<file path="src/hw/rtl/i2cm_pkg.sv">
// ----------------------------------------------------------------------------
// I2C register access master package
// Shared types and fixed codes for the tick channel, result channel and
// configuration registers.
// ----------------------------------------------------------------------------
package i2cm_pkg;

  // Commands carried with a tick.
  localparam logic [1:0] CMD_TICK  = 2'd0;
  localparam logic [1:0] CMD_WRITE = 2'd1;
  localparam logic [1:0] CMD_READ  = 2'd2;

  // Configuration register indexes (byte address = 4 * index).
  localparam logic [1:0] REG_DEV_ADDR   = 2'd0;
  localparam logic [1:0] REG_START_IDLE = 2'd1;
  localparam logic [1:0] REG_SHORT_PH   = 2'd2;
  localparam logic [1:0] REG_LOW_PH     = 2'd3;

  // Register reset values.
  localparam logic [7:0] DEV_ADDR_RST   = 8'h44;
  localparam logic [7:0] START_IDLE_RST = 8'd4;
  localparam logic [3:0] SHORT_PH_RST   = 4'd1;
  localparam logic [3:0] LOW_PH_RST     = 4'd2;

  // Address byte handling: bit 0 carries the read/write flag.
  localparam logic [7:0] DEV_WR_MASK = 8'hfe;
  localparam logic [7:0] DEV_RD_BIT  = 8'h01;

  // Bytes held by the 32-bit data fields.
  localparam int DATA_BYTES = 4;

  typedef struct packed {
    logic [7:0] device_address;
    logic [7:0] start_idle_ticks;
    logic [3:0] short_phase_ticks;
    logic [3:0] low_phase_ticks;
  } cfg_t;

  typedef struct packed {
    logic [1:0]  command;
    logic [7:0]  reg_pointer;
    logic [31:0] write_data;
    logic [2:0]  byte_count;
    logic        sda_in;
  } item_t;

  typedef struct packed {
    logic        scl_level;
    logic        sda_level;
    logic        sda_enable;
    logic        busy_res;
    logic        done_res;
    logic        ack_error;
    logic [31:0] read_data;
  } result_t;

endpackage

</file>
<file path="src/hw/rtl/i2cm_in_if.sv">
// ----------------------------------------------------------------------------
// I2C master tick channel
// Valid/ready channel that carries one tick with its optional request.
// ----------------------------------------------------------------------------
interface i2cm_in_if;
  logic        valid;
  logic        ready;
  logic [1:0]  command;
  logic [7:0]  reg_pointer;
  logic [31:0] write_data;
  logic [2:0]  byte_count;
  logic        sda_in;

  modport source (
    output valid, command, reg_pointer, write_data, byte_count, sda_in,
    input  ready
  );
  modport sink (
    input  valid, command, reg_pointer, write_data, byte_count, sda_in,
    output ready
  );
endinterface

</file>
<file path="src/hw/rtl/i2cm_out_if.sv">
// ----------------------------------------------------------------------------
// I2C master result channel
// Valid/ready channel that carries pin levels and status for one tick.
// ----------------------------------------------------------------------------
interface i2cm_out_if;
  logic        valid;
  logic        ready;
  logic        scl_level;
  logic        sda_level;
  logic        sda_enable;
  logic        busy_res;
  logic        done_res;
  logic        ack_error;
  logic [31:0] read_data;

  modport source (
    output valid, scl_level, sda_level, sda_enable, busy_res, done_res, ack_error,
           read_data,
    input  ready
  );
  modport sink (
    input  valid, scl_level, sda_level, sda_enable, busy_res, done_res, ack_error,
           read_data,
    output ready
  );
endinterface

</file>
<file path="src/hw/rtl/i2cm_seq.sv">
// ----------------------------------------------------------------------------
// I2C master bus sequencer
// Holds the transaction state and advances it by one tick per step.
// ----------------------------------------------------------------------------
module i2cm_seq #(
  parameter int MAX_BYTES = 4
) (
  input  logic              clk_i,
  input  logic              rst_ni,
  input  logic              step_i,
  input  i2cm_pkg::item_t   item_i,
  input  i2cm_pkg::cfg_t    cfg_i,
  output i2cm_pkg::result_t res_o
);

  localparam int BIDX_W = $clog2(MAX_BYTES + 3);
  localparam int CNT_W  = $clog2(MAX_BYTES + 1);

  localparam logic [4:0] PH_IDLE     = 5'd0;
  localparam logic [4:0] PH_ST_IDLE  = 5'd1;
  localparam logic [4:0] PH_ST_HOLD  = 5'd2;
  localparam logic [4:0] PH_ST_LOW   = 5'd3;
  localparam logic [4:0] PH_WB_SETUP = 5'd4;
  localparam logic [4:0] PH_WB_HIGH  = 5'd5;
  localparam logic [4:0] PH_WB_LOW   = 5'd6;
  localparam logic [4:0] PH_AK_SETUP = 5'd7;
  localparam logic [4:0] PH_AK_HIGH  = 5'd8;
  localparam logic [4:0] PH_AK_LOW   = 5'd9;
  localparam logic [4:0] PH_RS_HIGH  = 5'd10;
  localparam logic [4:0] PH_RS_HOLD  = 5'd11;
  localparam logic [4:0] PH_RS_LOW   = 5'd12;
  localparam logic [4:0] PH_RD_HIGH  = 5'd13;
  localparam logic [4:0] PH_RD_LOW   = 5'd14;
  localparam logic [4:0] PH_MA_SETUP = 5'd15;
  localparam logic [4:0] PH_MA_HIGH  = 5'd16;
  localparam logic [4:0] PH_MA_LOW   = 5'd17;
  localparam logic [4:0] PH_STOP     = 5'd18;
  localparam logic [4:0] PH_ABORT    = 5'd19;

  logic [4:0]        phase_q, phase_d;
  logic [7:0]        tick_q, tick_d;
  logic [2:0]        bit_q, bit_d;
  logic [BIDX_W-1:0] byte_q, byte_d;
  logic [7:0]        shift_q, shift_d;
  logic [31:0]       rbuf_q, rbuf_d;
  logic [31:0]       wbuf_q, wbuf_d;
  logic [7:0]        ptr_q, ptr_d;
  logic [CNT_W-1:0]  cnt_q, cnt_d;
  logic              rmode_q, rmode_d;

  logic [4:0]        cur_ph;
  logic [7:0]        ph_len;
  logic              scl, sda, sda_en, done, err, nack;
  logic [BIDX_W-1:0] byte_nx;

  // Byte sent at a given position of a write: address, pointer, then data.
  function automatic logic [7:0] out_byte(input logic [BIDX_W-1:0] idx,
                                          input logic [7:0] dev,
                                          input logic [7:0] ptr,
                                          input logic [31:0] wbuf);
    logic [7:0] r;
    r = '0;
    if (int'(idx) == 0) begin
      r = dev & i2cm_pkg::DEV_WR_MASK;
    end else if (int'(idx) == 1) begin
      r = ptr;
    end else begin
      for (int k = 0; k < i2cm_pkg::DATA_BYTES; k++) begin
        if (int'(idx) == k + 2) r = wbuf[8*k +: 8];
      end
    end
    return r;
  endfunction

  always_comb begin
    phase_d = phase_q;
    tick_d  = tick_q;
    bit_d   = bit_q;
    byte_d  = byte_q;
    shift_d = shift_q;
    rbuf_d  = rbuf_q;
    wbuf_d  = wbuf_q;
    ptr_d   = ptr_q;
    cnt_d   = cnt_q;
    rmode_d = rmode_q;
    scl     = 1'b1;
    sda     = 1'b1;
    sda_en  = 1'b0;
    done    = 1'b0;
    err     = 1'b0;
    nack    = 1'b0;
    ph_len  = 8'd1;
    byte_nx = '0;
    cur_ph  = PH_IDLE;

    if (step_i) begin
      if (phase_q == PH_IDLE &&
          (item_i.command == i2cm_pkg::CMD_WRITE || item_i.command == i2cm_pkg::CMD_READ)) begin
        ptr_d   = item_i.reg_pointer;
        wbuf_d  = item_i.write_data;
        if (int'(item_i.byte_count) > MAX_BYTES) begin
          cnt_d = CNT_W'(MAX_BYTES);
        end else begin
          cnt_d = CNT_W'(item_i.byte_count);
        end
        rmode_d = (item_i.command == i2cm_pkg::CMD_READ);
        rbuf_d  = '0;
        byte_d  = '0;
        bit_d   = '0;
        shift_d = '0;
        tick_d  = '0;
        phase_d = PH_ST_IDLE;
      end

      cur_ph = phase_d;
      nack   = (int'(byte_d) + 1 >= int'(cnt_d));

      if (cur_ph != PH_IDLE) begin
        // Pin levels driven during this tick.
        case (cur_ph)
          PH_ST_IDLE, PH_RS_HIGH: begin
            scl = 1'b1; sda = 1'b1; sda_en = 1'b1;
          end
          PH_ST_HOLD, PH_RS_HOLD, PH_STOP: begin
            scl = 1'b1; sda = 1'b0; sda_en = 1'b1;
          end
          PH_ST_LOW, PH_RS_LOW: begin
            scl = 1'b0; sda = 1'b0; sda_en = 1'b1;
          end
          PH_WB_SETUP, PH_WB_LOW: begin
            scl = 1'b0; sda = shift_d[7]; sda_en = 1'b1;
          end
          PH_WB_HIGH: begin
            scl = 1'b1; sda = shift_d[7]; sda_en = 1'b1;
          end
          PH_AK_SETUP, PH_AK_LOW, PH_RD_LOW: begin
            scl = 1'b0; sda = 1'b1; sda_en = 1'b0;
          end
          PH_MA_SETUP, PH_MA_LOW: begin
            scl = 1'b0; sda = nack; sda_en = 1'b1;
          end
          PH_MA_HIGH: begin
            scl = 1'b1; sda = nack; sda_en = 1'b1;
          end
          default: begin
            scl = 1'b1; sda = 1'b1; sda_en = 1'b0;
          end
        endcase

        case (cur_ph)
          PH_ST_IDLE: begin
            ph_len = (cfg_i.start_idle_ticks == 8'd0) ? 8'd1 : cfg_i.start_idle_ticks;
          end
          PH_ST_LOW, PH_WB_LOW, PH_AK_LOW, PH_RS_LOW, PH_RD_LOW, PH_MA_LOW: begin
            ph_len = (cfg_i.low_phase_ticks == 4'd0) ? 8'd1 : {4'd0, cfg_i.low_phase_ticks};
          end
          default: begin
            ph_len = (cfg_i.short_phase_ticks == 4'd0) ? 8'd1 :
                     {4'd0, cfg_i.short_phase_ticks};
          end
        endcase

        if ({1'b0, tick_d} + 9'd1 >= {1'b0, ph_len}) begin
          tick_d = '0;
          unique case (cur_ph)
            PH_ST_IDLE: phase_d = PH_ST_HOLD;
            PH_ST_HOLD: phase_d = PH_ST_LOW;
            PH_ST_LOW: begin
              shift_d = out_byte('0, cfg_i.device_address, ptr_d, wbuf_d);
              bit_d   = '0;
              phase_d = PH_WB_SETUP;
            end
            PH_WB_SETUP: phase_d = PH_WB_HIGH;
            PH_WB_HIGH:  phase_d = PH_WB_LOW;
            PH_WB_LOW: begin
              shift_d = {shift_d[6:0], 1'b0};
              phase_d = (bit_d == 3'd7) ? PH_AK_SETUP : PH_WB_SETUP;
              bit_d   = bit_d + 3'd1;
            end
            PH_AK_SETUP: phase_d = PH_AK_HIGH;
            PH_AK_HIGH:  phase_d = item_i.sda_in ? PH_ABORT : PH_AK_LOW;
            PH_AK_LOW: begin
              if (!rmode_d) begin
                byte_nx = byte_d + BIDX_W'(1);
                byte_d  = byte_nx;
                if (int'(byte_nx) < 2 + int'(cnt_d)) begin
                  shift_d = out_byte(byte_nx, cfg_i.device_address, ptr_d, wbuf_d);
                  bit_d   = '0;
                  phase_d = PH_WB_SETUP;
                end else begin
                  phase_d = PH_STOP;
                end
              end else if (int'(byte_d) == 0) begin
                byte_d  = BIDX_W'(1);
                shift_d = ptr_d;
                bit_d   = '0;
                phase_d = PH_WB_SETUP;
              end else if (int'(byte_d) == 1) begin
                byte_d  = BIDX_W'(2);
                phase_d = PH_RS_HIGH;
              end else begin
                byte_d  = '0;
                bit_d   = '0;
                shift_d = '0;
                phase_d = (int'(cnt_d) == 0) ? PH_STOP : PH_RD_HIGH;
              end
            end
            PH_RS_HIGH: phase_d = PH_RS_HOLD;
            PH_RS_HOLD: phase_d = PH_RS_LOW;
            PH_RS_LOW: begin
              shift_d = cfg_i.device_address | i2cm_pkg::DEV_RD_BIT;
              bit_d   = '0;
              phase_d = PH_WB_SETUP;
            end
            PH_RD_HIGH: begin
              shift_d = {shift_d[6:0], item_i.sda_in};
              phase_d = PH_RD_LOW;
            end
            PH_RD_LOW: begin
              if (bit_d == 3'd7) begin
                // Bytes past the 32-bit read field are dropped.
                for (int k = 0; k < i2cm_pkg::DATA_BYTES; k++) begin
                  if (int'(byte_d) == k) rbuf_d[8*k +: 8] = rbuf_d[8*k +: 8] | shift_d;
                end
                phase_d = PH_MA_SETUP;
              end else begin
                phase_d = PH_RD_HIGH;
              end
              bit_d = bit_d + 3'd1;
            end
            PH_MA_SETUP: phase_d = PH_MA_HIGH;
            PH_MA_HIGH:  phase_d = PH_MA_LOW;
            PH_MA_LOW: begin
              byte_nx = byte_d + BIDX_W'(1);
              byte_d  = byte_nx;
              if (int'(byte_nx) < int'(cnt_d)) begin
                bit_d   = '0;
                shift_d = '0;
                phase_d = PH_RD_HIGH;
              end else begin
                phase_d = PH_STOP;
              end
            end
            PH_STOP: begin
              phase_d = PH_IDLE;
              done    = 1'b1;
            end
            PH_ABORT: begin
              phase_d = PH_IDLE;
              done    = 1'b1;
              err     = 1'b1;
            end
            default: phase_d = PH_IDLE;
          endcase
        end else begin
          tick_d = tick_d + 8'd1;
        end
      end
    end
  end

  always_comb begin
    res_o.scl_level  = scl;
    res_o.sda_level  = sda;
    res_o.sda_enable = sda_en;
    res_o.busy_res   = (phase_d != PH_IDLE);
    res_o.done_res   = done;
    res_o.ack_error  = done & err;
    res_o.read_data  = done ? rbuf_d : 32'd0;
  end

  always_ff @(posedge clk_i or negedge rst_ni) begin
    if (!rst_ni) begin
      phase_q <= PH_IDLE;
      tick_q  <= '0;
      bit_q   <= '0;
      byte_q  <= '0;
      shift_q <= '0;
      rbuf_q  <= '0;
      wbuf_q  <= '0;
      ptr_q   <= '0;
      cnt_q   <= '0;
      rmode_q <= 1'b0;
    end else begin
      phase_q <= phase_d;
      tick_q  <= tick_d;
      bit_q   <= bit_d;
      byte_q  <= byte_d;
      shift_q <= shift_d;
      rbuf_q  <= rbuf_d;
      wbuf_q  <= wbuf_d;
      ptr_q   <= ptr_d;
      cnt_q   <= cnt_d;
      rmode_q <= rmode_d;
    end
  end

endmodule

</file>
<file path="src/hw/rtl/i2c_register_access_master.sv">
// ----------------------------------------------------------------------------
// I2C register access master
// Tick-driven I2C master that runs register write and read transactions.
// ----------------------------------------------------------------------------
// Each beat on the input channel is one bus timing tick. A tick may carry a
// write or read request; a request is taken only while no transaction runs,
// and that tick becomes the first tick of the idle-high lead-in. Every tick
// also carries the sampled SDA level.
// Every accepted tick produces exactly one result beat with the pin levels
// driven during that tick, the busy flag, and on the last tick of a
// transaction the done pulse, the ACK error flag and the bytes read.
// The result of a tick is registered and presented in the cycle after the
// tick is accepted. Throughput is one tick per cycle while the receiver
// does not stall, set by the single sequencer step before the result register.
// When the receiver stalls, the result register holds its beat and the input
// channel accepts a new tick only in a cycle where the held beat is taken.
// Reset puts the sequencer in idle with SCL high and SDA released, empties
// the result register and restores configuration defaults. The user writes
// configuration over the APB port only while idle; the block does not check.
// ----------------------------------------------------------------------------
module i2c_register_access_master #(
  parameter int MAX_BYTES = 4
) (
  input  logic        clk_i,
  input  logic        rst_ni,
  i2cm_in_if.sink     in_i,
  i2cm_out_if.source  out_o,
  input  logic        psel,
  input  logic        penable,
  input  logic        pwrite,
  input  logic [3:0]  paddr,
  input  logic [31:0] pwdata,
  output logic [31:0] prdata,
  output logic        pready
);

  // Configuration registers.
  logic [7:0] dev_addr_q;
  logic [7:0] start_idle_q;
  logic [3:0] short_ph_q;
  logic [3:0] low_ph_q;
  logic       cfg_wr;

  assign pready = 1'b1;
  assign cfg_wr = psel & penable & pwrite;

  always_ff @(posedge clk_i or negedge rst_ni) begin
    if (!rst_ni) begin
      dev_addr_q   <= i2cm_pkg::DEV_ADDR_RST;
      start_idle_q <= i2cm_pkg::START_IDLE_RST;
      short_ph_q   <= i2cm_pkg::SHORT_PH_RST;
      low_ph_q     <= i2cm_pkg::LOW_PH_RST;
    end else if (cfg_wr) begin
      unique case (paddr[3:2])
        i2cm_pkg::REG_DEV_ADDR:   dev_addr_q   <= pwdata[7:0];
        i2cm_pkg::REG_START_IDLE: start_idle_q <= pwdata[7:0];
        i2cm_pkg::REG_SHORT_PH:   short_ph_q   <= pwdata[3:0];
        i2cm_pkg::REG_LOW_PH:     low_ph_q     <= pwdata[3:0];
        default: ;
      endcase
    end
  end

  // Read data is returned in the access cycle of a read.
  always_comb begin
    unique case (paddr[3:2])
      i2cm_pkg::REG_DEV_ADDR:   prdata = {24'd0, dev_addr_q};
      i2cm_pkg::REG_START_IDLE: prdata = {24'd0, start_idle_q};
      i2cm_pkg::REG_SHORT_PH:   prdata = {28'd0, short_ph_q};
      i2cm_pkg::REG_LOW_PH:     prdata = {28'd0, low_ph_q};
      default:                  prdata = 32'd0;
    endcase
  end

  i2cm_pkg::cfg_t    cfg;
  i2cm_pkg::item_t   item;
  i2cm_pkg::result_t res;

  assign cfg.device_address    = dev_addr_q;
  assign cfg.start_idle_ticks  = start_idle_q;
  assign cfg.short_phase_ticks = short_ph_q;
  assign cfg.low_phase_ticks   = low_ph_q;

  assign item.command     = in_i.command;
  assign item.reg_pointer = in_i.reg_pointer;
  assign item.write_data  = in_i.write_data;
  assign item.byte_count  = in_i.byte_count;
  assign item.sda_in      = in_i.sda_in;

  // Handshake: a tick is taken whenever the result register is free or is
  // being emptied in this cycle.
  logic              out_valid_q;
  logic              in_ready;
  logic              in_fire;
  i2cm_pkg::result_t res_q;

  assign in_ready   = ~out_valid_q | out_o.ready;
  assign in_fire    = in_i.valid & in_ready;
  assign in_i.ready = in_ready;

  // The sequencer advances its state only on an accepted tick.
  i2cm_seq #(
    .MAX_BYTES(MAX_BYTES)
  ) u_seq (
    .clk_i (clk_i),
    .rst_ni(rst_ni),
    .step_i(in_fire),
    .item_i(item),
    .cfg_i (cfg),
    .res_o (res)
  );

  always_ff @(posedge clk_i or negedge rst_ni) begin
    if (!rst_ni) begin
      out_valid_q <= 1'b0;
    end else if (in_fire) begin
      out_valid_q <= 1'b1;
    end else if (out_o.ready) begin
      out_valid_q <= 1'b0;
    end
  end

  // Result payload needs no reset; it is qualified by the valid flag.
  always_ff @(posedge clk_i) begin
    if (in_fire) begin
      res_q <= res;
    end
  end

  assign out_o.valid      = out_valid_q;
  assign out_o.scl_level  = res_q.scl_level;
  assign out_o.sda_level  = res_q.sda_level;
  assign out_o.sda_enable = res_q.sda_enable;
  assign out_o.busy_res   = res_q.busy_res;
  assign out_o.done_res   = res_q.done_res;
  assign out_o.ack_error  = res_q.ack_error;
  assign out_o.read_data  = res_q.read_data;

`ifndef SYNTHESIS
  // A held result must block the input channel.
  assert property (@(posedge clk_i) disable iff (!rst_ni)
    (out_valid_q && !out_o.ready) |-> !in_i.ready)
    else $error("tick accepted while result beat is stalled");

  // Every accepted tick leaves a result beat behind.
  assert property (@(posedge clk_i) disable iff (!rst_ni)
    (in_i.valid && in_i.ready) |=> out_valid_q)
    else $error("accepted tick produced no result beat");

  // An ACK error is only reported on the tick a transaction ends.
  assert property (@(posedge clk_i) disable iff (!rst_ni)
    (out_valid_q && out_o.ack_error) |-> (out_o.done_res && !out_o.busy_res))
    else $error("ack error reported outside a done beat");
`endif

endmodule

</file>
<file path="src/flat_wrapper.sv">
// flat-port wrapper written by rule: the top's interface ports become plain ports
module i2c_register_access_master_flat 
#(
  parameter int MAX_BYTES = 4
)
  (clk_i, rst_ni, psel, penable, pwrite, paddr, pwdata, prdata, pready, in_i_valid, in_i_command, in_i_reg_pointer, in_i_write_data, in_i_byte_count, in_i_sda_in, in_i_ready, out_o_valid, out_o_scl_level, out_o_sda_level, out_o_sda_enable, out_o_busy_res, out_o_done_res, out_o_ack_error, out_o_read_data, out_o_ready);
  i2cm_in_if in_i_i ();
  i2cm_out_if out_o_i ();
  input  logic clk_i;
  input  logic rst_ni;
  input  logic psel;
  input  logic penable;
  input  logic pwrite;
  input  logic [3:0] paddr;
  input  logic [31:0] pwdata;
  output logic [31:0] prdata;
  output logic pready;
  input wire logic [$bits(in_i_i.valid)-1:0] in_i_valid;
  input wire logic [$bits(in_i_i.command)-1:0] in_i_command;
  input wire logic [$bits(in_i_i.reg_pointer)-1:0] in_i_reg_pointer;
  input wire logic [$bits(in_i_i.write_data)-1:0] in_i_write_data;
  input wire logic [$bits(in_i_i.byte_count)-1:0] in_i_byte_count;
  input wire logic [$bits(in_i_i.sda_in)-1:0] in_i_sda_in;
  output wire logic [$bits(in_i_i.ready)-1:0] in_i_ready;
  output wire logic [$bits(out_o_i.valid)-1:0] out_o_valid;
  output wire logic [$bits(out_o_i.scl_level)-1:0] out_o_scl_level;
  output wire logic [$bits(out_o_i.sda_level)-1:0] out_o_sda_level;
  output wire logic [$bits(out_o_i.sda_enable)-1:0] out_o_sda_enable;
  output wire logic [$bits(out_o_i.busy_res)-1:0] out_o_busy_res;
  output wire logic [$bits(out_o_i.done_res)-1:0] out_o_done_res;
  output wire logic [$bits(out_o_i.ack_error)-1:0] out_o_ack_error;
  output wire logic [$bits(out_o_i.read_data)-1:0] out_o_read_data;
  input wire logic [$bits(out_o_i.ready)-1:0] out_o_ready;
  assign in_i_i.valid = in_i_valid;
  assign in_i_i.command = in_i_command;
  assign in_i_i.reg_pointer = in_i_reg_pointer;
  assign in_i_i.write_data = in_i_write_data;
  assign in_i_i.byte_count = in_i_byte_count;
  assign in_i_i.sda_in = in_i_sda_in;
  assign in_i_ready = in_i_i.ready;
  assign out_o_valid = out_o_i.valid;
  assign out_o_scl_level = out_o_i.scl_level;
  assign out_o_sda_level = out_o_i.sda_level;
  assign out_o_sda_enable = out_o_i.sda_enable;
  assign out_o_busy_res = out_o_i.busy_res;
  assign out_o_done_res = out_o_i.done_res;
  assign out_o_ack_error = out_o_i.ack_error;
  assign out_o_read_data = out_o_i.read_data;
  assign out_o_i.ready = out_o_ready;
  i2c_register_access_master #(.MAX_BYTES(MAX_BYTES)) u_core (.clk_i(clk_i), .rst_ni(rst_ni), .in_i(in_i_i), .out_o(out_o_i), .psel(psel), .penable(penable), .pwrite(pwrite), .paddr(paddr), .pwdata(pwdata), .prdata(prdata), .pready(pready));
endmodule
</file>
<file path="config.mk">
export PLATFORM = sky130hd
export DESIGN_NAME = i2c_register_access_master_flat
export DESIGN_NICKNAME = d
export VERILOG_FILES = /design/src/hw/rtl/i2cm_pkg.sv /design/src/hw/rtl/i2cm_in_if.sv /design/src/hw/rtl/i2cm_out_if.sv /design/src/hw/rtl/i2cm_seq.sv /design/src/hw/rtl/i2c_register_access_master.sv /design/src/flat_wrapper.sv
export SDC_FILE = /design/constraint.sdc
export NUM_CORES = 1
export LEC_CHECK = 0
export BUFFER_PORTS_ARGS = -buffer_cell sky130_fd_sc_hd__buf_2
export CAP_MARGIN = 30
export CORE_MARGIN = 3
export CORE_UTILIZATION = 29
export CTS_BUF_LIST = sky130_fd_sc_hd__clkbuf_16
export DETAILED_ROUTE_END_ITERATION = 8
export SLEW_MARGIN = 20
export SYNTH_ARGS = -nofsm -noshare
export SYNTH_HDL_FRONTEND = slang
export SYNTH_SLANG_ARGS = --single-unit
export TNS_END_PERCENT = 50
</file>
<file path="constraint.sdc">
create_clock -name clk_i -period 6.3 [get_ports clk_i]
set_input_delay 0.63 -clock clk_i [delete_from_list [all_inputs] [get_ports clk_i]]
set_output_delay 0.63 -clock clk_i [all_outputs]
set_load 0.05 [all_outputs]
</file>
; Word level (Yosys, flattened, before mapping)
; Cells that the tools add are included.
[totals]
register_bits = 166
latchBits = 0
ram_bits = 0
romBits = 0
output_inout_bits = 73
wordCells = 193
mem_count = 0
[classes]
add_sub_neg = 6
multipliers = 0
div_mod_pow = 0
n_lt_le_gt_ge = 5
eq_ne = 33
shifts = 0
mux = 91
n_bitwise = 10
reduce_logical = 26
[op_table]
columns = op, count
row1 = $mux 32, 8
row2 = $mux 8, 27
row3 = $pmux 32 s4, 1
row4 = $pmux 5 s16, 1
row5 = $mux 5, 12
row6 = $mux 3, 17
row7 = $pmux 8 s6, 1
row8 = $eq 5x4->1 const B, 8
row9 = $or 8x8->8, 4
row10 = $eq 3x3->1 const B, 7
row11 = $eq 5x3->1 const B, 4
row12 = $eq 5x5->1 const B, 4
row13 = $pmux 8 s2, 1
row14 = $mux 1, 14
row15 = $reduce_or 13->1, 1
row16 = $pmux 3 s4, 1
row17 = $eq 5x2->1 const B, 2
row18 = $reduce_bool 5->1, 2
row19 = $add 8x1->9 const B, 1
row20 = $ge 9x8->1, 1
row21 = $logic_not 3->1, 3
row22 = $reduce_or 9->1, 1
row23 = $add 8x1->8 const B, 1
row24 = $logic_not 4->1, 2
row25 = other kinds (29), 47

; Logic depth before layout (Yosys ltp)
; Gate-level depths: netlist (run 1).
[logic_depth]
depth_word = 18
depth_mapped = 22

; Cells and area by module
; A second synthesis (run 1) with hierarchy kept.
[hier_totals]
hier_cells = 1004
hier_area_um2 = 9431.5
[by_module_without_submodules]
columns = mod, instances, cells_each, area_per_inst_um2, seq_area_each_um2
row1 = i2cm_seq, 1, 868, 6957.9, 2577.5
row2 = i2c_register_access_master, 1, 136, 2473.6, 1773.0

; Worst setup path before layout (run 1)
; OpenSTA, ideal clock, no wires.
[synth_path]
kind = in2reg
startpoint = in in_i_command[0]
endpoint = reg u_core.res_q (netlist bit u_core.out_o.busy_res) (data pin)
setup_ns = 0.272
arrival_ns = 5.101
t_required_ns = 6.028
slack_ns = 0.927
stages = 21
path_buffers = 6
path_cell_list = inv_1 -> ha_1 -> nor2_1 -> clkbuf_1 -> nand2_1 -> clkbuf_1 -> clkbuf_1 -> clkbuf_1 -> nand2_1 -> inv_1 -> ha_1 -> ha_1 -> clkbuf_1 -> inv_1 -> ha_1 -> o21a_1 -> o21ai_0 -> clkbuf_1 -> o2111ai_1 -> mux2_2 -> or4_1
[synth_rtl]
columns = element, line_no
row1 = "start, declared", flat_wrapper.sv:19  ; input wire logic [$bits(in_i_i.command)-1:0] in_i_command;
row2 = "end signal, assigned", i2c_register_access_master.sv:126  ; res_q <= res;
row3 = "end, declared", i2c_register_access_master.sv:95  ; i2cm_pkg::result_t res_q;

==> results of run 1 <==
layout by cell type, fill, tap and decap left out, types with 10 or more instances in the layout:
master,instances
edfxtp_1,38
clkbuf_16,19
o21ai_1,34
nand3_1,35
buf_4,20
nor3_1,11
dfrtp_1,123
a31oi_1,17
buf_2,110
mux2_2,25
nand2_1,260
nor2_1,50
o221ai_1,10
o21ai_0,44
ha_1,25
mux2i_1,24
a21oi_1,34
inv_1,19
nand2b_1,13
conb_1,25
and2_1,41
routing by layer:
metal	track usage	up-vias	routed length, µm
li1	-	3835	-
met1	0.2155	3944	12490
met2	0.2529	308	13160
met3	0.03494	43	1749
met4	0.04594	10	464
met5	0	-	59
worst max-delay path: cells and delay by family (launching register included):
family	cells	cell delay (ps)
simple gates	6	1100
compound gates	4	1240
fa+ha+maj	3	630
buf+inv	4	1010
flops	1	840
state kept, by name, summed over array words and instances, names as in the netlist, 3 cells and up:
signal,cells
u_core.u_seq.phase_q,5
u_core.u_seq.bit_q,3
u_core.u_seq.wbuf_q,32
u_core.out_o.read_data,32
u_core.low_ph_q,4
u_core.u_seq.rbuf_q,32
u_core.u_seq.ptr_q,8
u_core.u_seq.cnt_q,3
u_core.dev_addr_q,8
u_core.short_ph_q,4
u_core.u_seq.tick_q,8
u_core.u_seq.byte_q,3
u_core.u_seq.shift_q,8
u_core.start_idle_q,8
power breakdown:
part	internal, mW	total, mW	switching [mW]
Sequential	1.35	1.55	0.199
Combinational	0.807	2.29	1.48
Clock	0.587	1.03	0.444
area by class of cell:
cell class	instances	area (µm²)
clock buffers	19	475.5
repair buffers	132	732.0
flip-flops and latches	166	4350
well taps	435	544.3
diodes	1	2.502
fillers	3355	20890
multi-input cells	801	4720
inverters	18	67.56
clock inverters	13	102.6
stage by stage:
stage / instances / hold WS [ps] / cell area, µm²
5_1_grt: 1584 / 264.4 / 10990
3_3_place_gp: 1550 / 454.2 / 10390
4_1_cts: 1583 / 233.3 / 10970
2_1_floorplan: 1069 / 334.4 / 9560
3_5_place_dp: 1551 / 458.9 / 10390
6_report: 1585 / 215.9 / 10990
final timing paths:
| path | to | slack (ps) |
|---|---|---|
| max reg2reg | u_core.out_o.busy_res | 1190 |
| max | u_core.out_o.busy_res | 1190 |
| min | u_core.dev_addr_q[7] | 220 |
| max in group asynchronous | u_core.u_seq.rbuf_q[26] | 4850 |
| min reg2reg | u_core.u_seq.wbuf_q[23] | 470 |
| min in group clk_i | u_core.u_seq.wbuf_q[6] | 390 |
logic make-up (layout without fill, tap and decap cells):
kind of cell | Yosys count | count (layout) | share of synthesized area
other | 2 | 26 | 0.0007927
DFF | 166 | 166 | 0.4592
muxes | 53 | 53 | 0.06458
buffers and inverters | 102 | 182 | 0.05335
AOI/OAI and AO/OA | 229 | 229 | 0.1609
and+or+nand+nor | 461 | 461 | 0.2208
adders and majority gates | 25 | 25 | 0.03302
xor gates and xnor gates | 8 | 8 | 0.007396
Yosys cell counts, types with 5 or more instances:
master	instances	share of area
buf_2	8	0.0042
o2111ai_1	5	0.0046
o22ai_1	9	0.0059
nand3_1	35	0.018
xor2_1	5	0.0046
buf_4	28	0.022
edfxtp_1	38	0.12
nand2_1	261	0.10
a21oi_1	34	0.018
o21ai_1	34	0.018
ha_1	25	0.033
or3_1	8	0.0053
o221ai_1	10	0.0092
a21o_1	7	0.0055
a22o_1	7	0.0065
clkbuf_1	46	0.018
nor3_1	11	0.0058
a32oi_1	7	0.0065
mux2i_1	24	0.025
o21ai_0	44	0.023
and2_1	41	0.027
mux2_2	25	0.030
a31oi_1	17	0.011
a22oi_1	5	0.0040
and3_1	9	0.0059
dfstp_2	5	0.014
nand2b_1	13	0.0086
inv_1	17	0.0067
dfrtp_1	123	0.32
nor2_1	51	0.020
==> results.yml, run 1 <==
outcome:
  outcome: "finished clean"
finish:
  drive_gt1_frac: 0.1845
  area_growth_pct: 16.05
  fin_nets: 1250
  utilization: 0.3449
timing:
  fin_skew_ps: 7.176
  setup_viol: 0
  fin_tns_setup_ps: 0
  fin_ws_ps: 1189
  max_freq_mhz: 195.7
  rsz0062_at_grt: "false"
  slew_headroom: 0.4364
  tightestPinTransition_ps: 845.4
  slew_violations: 0
  hold_viol: 0
  fin_crit_ps: 5111
  period_share: 0.8112
place:
  dp_slack_ps: 1195
  numPortBuffers: 110
  dp_hpwl_um: 19710
  globalplace.congestion: 0.8834
routing:
  dr.pass1.iters: 6
  routedWlPerCell_um: 17.62
  ant_nets: 0
  via_count: 8140
  drc: 0
  drtIter0Drc: 606
  vias_per_cell: 5.136
  wl_um: 27930
worst_setup_path:
  crit_fanout: 41
  cp.required_ps: 6480
  cp_slowest_stage_delay_ps: 840
  critPathLaunchType: "flop"
  critPathSlowestCell: "dfrtp_1"
  cp-end-kind: "flop"
  r2r_cells: 17
  path_cells: "nor4_2, buf_4, nand2_1, buf_4, nand2_1, inv_1, ha_1, ha_1, inv_1, ha_1, nor2_1, a211oi_1, nand3_1, o211ai_1, a21oi_1, a211o_1, or4_1"
  worstPathArrival_ps: 5290
  cpMostUsedCell: "ha_1"
  crit_start: "u_core.u_seq.phase_q[3]"
  reg2reg_from: "u_core.u_seq.phase_q[3]"
  crit_type: "flop to flop"
die:
  dieArea_um2: 34870
  num_rows: 65
  die_h_um: 186.7
  initial_core_util: 0.2972
  die_w_um: 186.7
  core_area_um2: 31880
  io_pins: 162
global_routing:
  grt_first_pass_wirelength_um: 44110
  overflow: 0
  grtUsageTotal: 0.1581
  grt_max_degree: 75
  antenna_found_initial: 5
  grt_pass1_vias: 7844
clock_network:
  cts_buffer_depth: 2
  cts_tree: "done"
  clock_sinks: 166
  path_clk_slew_ps: 70
  root_buffer: "clkbuf_16"
  post_cts_buffers: 0
  ctsResizeCount: 0
  cts_hold_buffers: 0
  h-tree-depth: 4
  clk_latency_ps: 440
  cts_made_buffers: 17
logic_synthesis:
  ys_ff_latch: 166
  syn_avg_cell_area_um2: 9.057
  synth.cell_area_um2: 9474
  seq_area_frac_synth: 0.4592
  synthArstFlopShare: 0.7711
  synthFlopType: "dfrtp_1"
  yosys_warnings: 0
  ys_types: 78
  synth_edf_count: 38
  synth_cells: 1046
run:
  maxCapViolations: 0
power_and_ir_drop:
  ir_worst_vdd_mv: 0.2301
  leakagePower_nw: 4.839
  p_total_mw: 4.876
  power_density_nw_per_um2: 443.5
worst_hold_path:
  hp-class: "input port to asynchronous set/reset pin"
No activity file was read; power rests on OpenSTA's default activity.
==> run 2: changes to the inputs <==
- ABC_AREA: unset -> 1
- clock period: 6.3 -> 4.1 ns (I/O delays scaled with it)
==> run 2 against run 1 <==
Compared with the run above:
- core utilization is 0.40 points higher
- synthesized cell count is 30% higher
- fmax is 39% higher
- die area is 6.2% higher
- sequential share of layout area is 2.8 points lower
- sequential cell count stayed put
- total power is 79% higher
- design area is 7.5% higher
- sequential power is 52% higher
- clock power is 52% higher
- wire length is 5.3% higher
- highest routed layer is now met4
==> results.yml, run 2 <==
timing:
  fin_tns_setup_ps: 0
  max_freq_mhz: 272.5
  period_share: 0.8951
  rsz0062_at_grt: "false"
  tightestPinTransition_ps: 718.8
  fin_skew_ps: 12.36
  slew_headroom: 0.5208
  hold_viol: 0
  fin_crit_ps: 3670
  holdWs_ps: 179.8
  setup_viol: 0
  slew_violations: 0
logic_synthesis:
  syn_avg_cell_area_um2: 7.402
  yosysTopAreaCellShare: 0.3053
  synthFlopType: "dfrtp_1"
  yosysTopAreaCell: "dfrtp_1"
  yosys-top-cells-count: "453 x nand2_1, 150 x inv_1, 123 x dfrtp_1"
  synthTopCellsByArea: "dfrtp_1 31%, nand2_1 17%, edfxtp_1 11%"
  seq_area_frac_synth: 0.4316
  ys_ff_latch: 166
  synthArstFlopShare: 0.7711
  ys_types: 50
  yosys_warnings: 0
  synth.cell_area_um2: 10080
  synth_cells: 1362
  synth_edf_count: 38
  yosysMostFrequentCell: "nand2_1"
outcome:
  outcome: "finished clean"
clock_network:
  clock_sinks: 166
  cts_tree: "done"
  post_cts_buffers: 0
  cts_made_buffers: 17
  path_clk_slew_ps: 80
  root_buffer: "clkbuf_16"
  cts_buffer_depth: 2
  h-tree-depth: 4
  clk_latency_ps: 450
finish:
  area_growth_pct: 17.21
  fin_nets: 1607
  drive_gt1_frac: 0.1680
  layout_common_cells: "453 x nand2_1, 149 x inv_1, 123 x dfrtp_1, 109 x buf_2, 108 x o21ai_0"
  diodes: 0
  postLayoutCellArea_um2: 11820
  final_common_cell: "nand2_1"
die:
  die_h_um: 192.4
  core_area_um2: 33870
  dieArea_um2: 37040
  initial_core_util: 0.2977
  num_rows: 67
  io_pins: 162
  die_w_um: 192.4
worst_setup_path:
  worstPathArrival_ps: 4000
  cp-end-kind: "flop"
  crit_fanout: 37
  worst-path-buf-inv: 8
  cp_slowest_stage_delay_ps: 570
  critPathSlowestCell: "dfrtp_1"
  critPathLaunchType: "flop"
  cp.required_ps: 4430
  path_cells: "nor2_4, nand3_4, buf_4, buf_4, nand2_1, nand2_1, inv_1, ha_1, inv_1, ha_1, inv_1, nor2_1, nand2_1, o21ai_0, inv_1, nor2_2, inv_2, buf_4, o211ai_1, a21oi_1, nand2_1, nand2_1, nand2_1, nand2_1"
  crit_start: "u_core.u_seq.phase_q[0]"
  reg2reg_from: "u_core.u_seq.phase_q[0]"
  cpMostUsedCell: "nand2_1"
  critical-path-top-delay-family: "buffers and inverters"
  crit_type: "flop to flop"
global_routing:
  overflow: 0
  grt_first_pass_wirelength_um: 46640
  grt_max_degree: 83
  antenna_found_initial: 0
  grtUsageTotal: 0.1605
  grt_pass1_vias: 8688
routing:
  wl_um: 29420
  drtIter0Drc: 676
  dr.pass1.iters: 5
  via_count: 9289
  ant_nets: 0
  drc: 0
  vias_per_cell: 4.754
  routedWlPerCell_um: 15.05
power_and_ir_drop:
  power_density_nw_per_um2: 736.9
  leakagePower_nw: 5.918
  ir_worst_vdd_mv: 0.3992
place:
  globalplace.congestion: 0.9281
  numPortBuffers: 110
  placed_cell_area_um2: 11220
  dp_hpwl_um: 21730
worst_hold_path:
  hp-class: "input port to flop"
  min_from: "in_i_write_data[14]"
run:
  maxCapViolations: 0
-- run 2: cell count changes in the layout (fill, tap and decap cells not counted), sizes merged, moves of 22 or more --
| cell | previous run | this run |
|---|---|---|
| and2 | 41 | 1 |
| a21oi | 34 | 75 |
| nor2 | 52 | 91 |
| nand2 | 261 | 469 |
| o21ai | 79 | 130 |
| nand3 | 35 | 73 |
| mux2 | 25 | 0 |
| nand4 | 3 | 25 |
| inv | 23 | 172 |
| mux2i | 24 | 0 |
| buf | 132 | 162 |
-- run 2: worst paths after layout --
check,to,slack [ps],cells after the start
worst min-delay path,u_core.u_seq.wbuf_q[14],180,3
min in group asynchronous,u_core.u_seq.rbuf_q[28],460,2
max in group asynchronous,u_core.dev_addr_q[2],2620,4
worst min register to register,u_core.u_seq.rbuf_q[9],480,2
worst max-delay path,u_core.u_seq.shift_q[2],430,24
worst max register to register,u_core.u_seq.shift_q[2],430,24
-- run 2: cell type report --
cell class,count,area (µm²)
tap,448,560.5
clock buffer,17,425.4
timing repair buffer,163,991.0
clock inverter,15,133.9
multi-input combinational,981,4737
inverter,164,618.1
fill,3661,22050
sequential,166,4350
-- run 2: logic make-up (layout without fill, tap and decap cells) --
logic type,Yosys count,in the layout,share of synthesized area
AND/OR/NAND/NOR,681,681,0.2920
AO/OA/AOI/OAI,246,246,0.1333
buffers and inverters,238,359,0.1079
flip-flops,166,166,0.4315
adder cells (fa/ha/maj),25,25,0.03103
XOR/XNOR,4,4,0.003475
other,2,25,0.0007450
-- run 2: power breakdown --
part | switching [mW] | leakage, nW | internal [mW]
sequential | 0.234 | 2.01 | 2.11
clock | 0.774 | 0.262 | 0.800
combinational | 3.20 | 3.64 | 1.59
-- run 2: through the flow --
stage,util,cells,worst slack [ps],total power [mW]
after floorplan,-,1385,141.7,5.585
after global placement,0.3314,1920,107.3,7.060
after detailed placement,0.3314,1920,-15.08,7.117
after CTS,0.3479,1952,237.4,8.718
after global routing,0.3489,1954,3.606,9.474
final,0.3489,1954,429.9,8.708
-- run 2: layer usage --
metal	global-route usage	wire length, µm	vias to the layer above
li1	-	-	4641
met1	0.2250	13620	4337
met2	0.2487	13280	278
met3	0.03778	2104	33
met4	0.04203	414	0
met5	0	0	-
-- run 2: what timing repair did --
action / CTS / global route
endpoints found under the setup margin: 0 / 32
hold buffers: 0 / 1
endpoints found under the hold margin: 0 / 30
resized for setup: 0 / 2
-- run 2: worst register-to-register path, cell delays in order (launching register included) --
cell and delay [ps]:
dfrtp_1 570, nor2_4 100, nand3_4 110, buf_4 230, buf_4 400, nand2_1 100
nand2_1 100, inv_1 60, ha_1 270, inv_1 40, ha_1 260, inv_1 30
nor2_1 80, nand2_1 50, o21ai_0 110, inv_1 140, nor2_2 150, inv_2 80
buf_4 140, o211ai_1 230, a21oi_1 70, nand2_1 80, nand2_1 60, nand2_1 60
nand2_1 50
==> run 3: changes to the inputs <==
- CORE_ASPECT_RATIO: unset -> 0.8
- CTS_BUF_LIST: sky130_fd_sc_hd__clkbuf_16 -> unset
==> run 3 against run 2 <==
Compared with the run above:
- clock power grew 11%
- global-route usage shrank 0.072 points
- setup slack lost 38 ps
- fmax shrank 1.0%
- combinational power shrank 2%
- sequential power is essentially flat
- critical path depth grew 2
- register-to-register slack lost 40 ps
- clock-buffer cell count grew 1
- design area grew 0.80%
- critical path type unchanged
- critical endpoint is now u_core.out_o.read_data[31]
- largest power group unchanged
==> results.yml, run 3 (synthesized netlist as in run 2, its figures left out) <==
power_and_ir_drop:
  swShare: 0.4820
  internal-power_mw: 4.561
  seq_power_share: 0.266
  p_clk_frac: 0.199
  net-switching-power_mw: 4.245
  power_density_nw_per_um2: 739.3
  leakagePower_nw: 5.964
  p_comb_frac: 0.535
  ir_worst_vdd_mv: 0.3163
worst_setup_path:
  cp_slowest_stage_delay_ps: 440
  worstPathArrival_ps: 4000
  crit_fanout: 32
  crit_start: "u_core.u_seq.phase_q[1]"
  crit_end: "u_core.out_o.read_data[31]"
  critPathSlowestCell: "dfrtp_1"
  r2r_cells: 26
  reg2reg_from: "u_core.u_seq.phase_q[1]"
  critical-path-top-delay-family: "simple AND/OR/NAND/NOR gates"
  cp.depth: 26
  cp-end-kind: "flop"
  worst-path-buf-inv: 4
  crit_type: "flop to flop"
  cp.required_ps: 4390
  cpMostUsedCell: "nand2_1"
  r2r_slack_ps: 390
  critPathLaunchType: "flop"
  worstReg2RegEnd: "u_core.out_o.read_data[31]"
clock_network:
  post_cts_buffers: 0
  cts_made_buffers: 17
  clk_latency_ps: 460
  cts_buffer_depth: 2
  root_buffer: "clkbuf_16"
  h-tree-depth: 4
  cts_tree: "done"
  clock_sinks: 166
  path_clk_slew_ps: 80
global_routing:
  grt_first_pass_wirelength_um: 47450
  grt_pass1_vias: 8735
  grtUsageTotal: 0.1597
  grt_max_degree: 121
  overflow: 0
  antenna_found_initial: 0
finish:
  diodes: 0
  utilization: 0.3510
  seq_area_um2: 4350
  multi_input_area_um2: 4737
  layout_common_cells: "453 x nand2_1, 149 x inv_1, 123 x dfrtp_1, 109 x buf_2, 108 x o21ai_0"
  fin_nets: 1604
  drive_gt1_frac: 0.1663
  num-fill-cells: 3602
  area_growth_pct: 18.16
  final_common_cell: "nand2_1"
place:
  globalplace.congestion: 0.9160
  numPortBuffers: 110
  dp_hpwl_um: 21510
routing:
  wl_met3_um: 1639
  vias_per_cell: 4.713
  ant_nets: 0
  dr.pass1.iters: 6
  wl_met2_um: 12820
  routedWlPerCell_um: 15.00
  top_layer_used: "met4"
  via_count: 9276
  drc: 0
  wl_met1_um: 14550
  drtIter0Drc: 878
  wl_um: 29520
worst_hold_path:
  hp-class: "input port to flop"
timing:
  fin_tns_setup_ps: 0
  slew_headroom: 0.5187
  period_share: 0.9045
  tightestPinTransition_ps: 721.9
  max_freq_mhz: 269.6
  setup_viol: 0
  rsz0062_at_grt: "false"
  fin_crit_ps: 3709
  hold_viol: 0
  fin_skew_ps: 17.09
  slew_violations: 0
outcome:
  outcome: "finished clean"
die:
  die_w_um: 214.5
  io_pins: 162
  core_area_um2: 33930
  initial_core_util: 0.2971
  die_h_um: 172.8
  num_rows: 60
  dieArea_um2: 37050
run:
  maxCapViolations: 0
-- run 3: timing repair --
| item | 4_1_cts | 5_1_grt |
|---|---|---|
| hold buffers | 1 | 0 |
| gates resized for setup | 0 | 0 |
| hold endpoints to repair | 8 | 0 |
-- run 3: final cells by class --
class	count	area share
Clock buffer	18	0.03687
Sequential cell	166	0.3652
Inverter	164	0.05168
Multi-Input combinational cell	981	0.3977
Tap cell	465	0.04884
Timing Repair Buffer	160	0.08235
Clock inverter	14	0.01733
-- run 3: layer usage --
layer  vias to the layer above  GRT usage
li1                       4632          -
met1                      4327     0.2329
met2                       275     0.2396
met3                        42    0.03092
met4                         0    0.04849
met5                         -          0
-- run 3: worst reg2reg max path, cell delays in order (launching register included) --
cell and delay (ps):
dfrtp_1 440, nor2_4 250, nand3_4 140, nand2_4 140, nor2_1 90, nand2_2 70
nand2_2 60, inv_2 60, nand3_1 140, nor2_1 290, a221oi_1 130, ha_1 320
nand2_1 50, inv_1 40, nand2_1 40, nand2_1 60, nand2_1 50, nand2_1 50
nand2_1 40, nand2_1 60, nand2_1 100, nand2_2 140, nand3_2 160, nor2_2 200
inv_2 60, buf_12 160, a21oi_1 190
-- run 3: metrics by stage --
| step | setup WS (ps) | cells | cell area [µm²] | hold WS (ps) | power, mW |
|---|---|---|---|---|---|
| finish | 391.4 | 1968 | 11910 | 163.5 | 8.806 |
| CTS | 376.9 | 1968 | 11910 | 134.6 | 8.814 |
| global placement | 172.4 | 1935 | 11260 | 251.9 | 6.940 |
| global route | 25.73 | 1968 | 11910 | 152.6 | 9.566 |
| floorplan | 141.7 | 1385 | 10170 | 114.4 | 5.585 |
| detailed placement | 112.7 | 1935 | 11260 | 253.6 | 7.021 |
-- run 3: how the worst min path moves through the flow --
stage                     slack, ps                       to           startpoint  depth (start not counted)
after global placement          250  u_core.u_seq.wbuf_q[23]               rst_ni                          1
after CTS                       130    u_core.u_seq.ptr_q[1]  in_i_reg_pointer[1]                          3
after floorplan                 110     u_core.dev_addr_q[0]               rst_ni                          0
after detailed placement        250  u_core.u_seq.wbuf_q[18]               rst_ni                          1
after global routing            150    u_core.u_seq.ptr_q[1]  in_i_reg_pointer[1]                          3
final                           160    u_core.u_seq.ptr_q[1]  in_i_reg_pointer[1]                          3
-- run 3: power groups by stage --
stage | clock network [mW] | logic, mW | registers [mW]
after floorplan | 0 | 3.16 | 2.42
after global placement | 0 | 4.58 | 2.36
after detailed placement | 0 | 4.66 | 2.37
after CTS | 1.80 | 4.68 | 2.33
after global routing | 1.86 | 5.31 | 2.39
final | 1.75 | 4.71 | 2.34
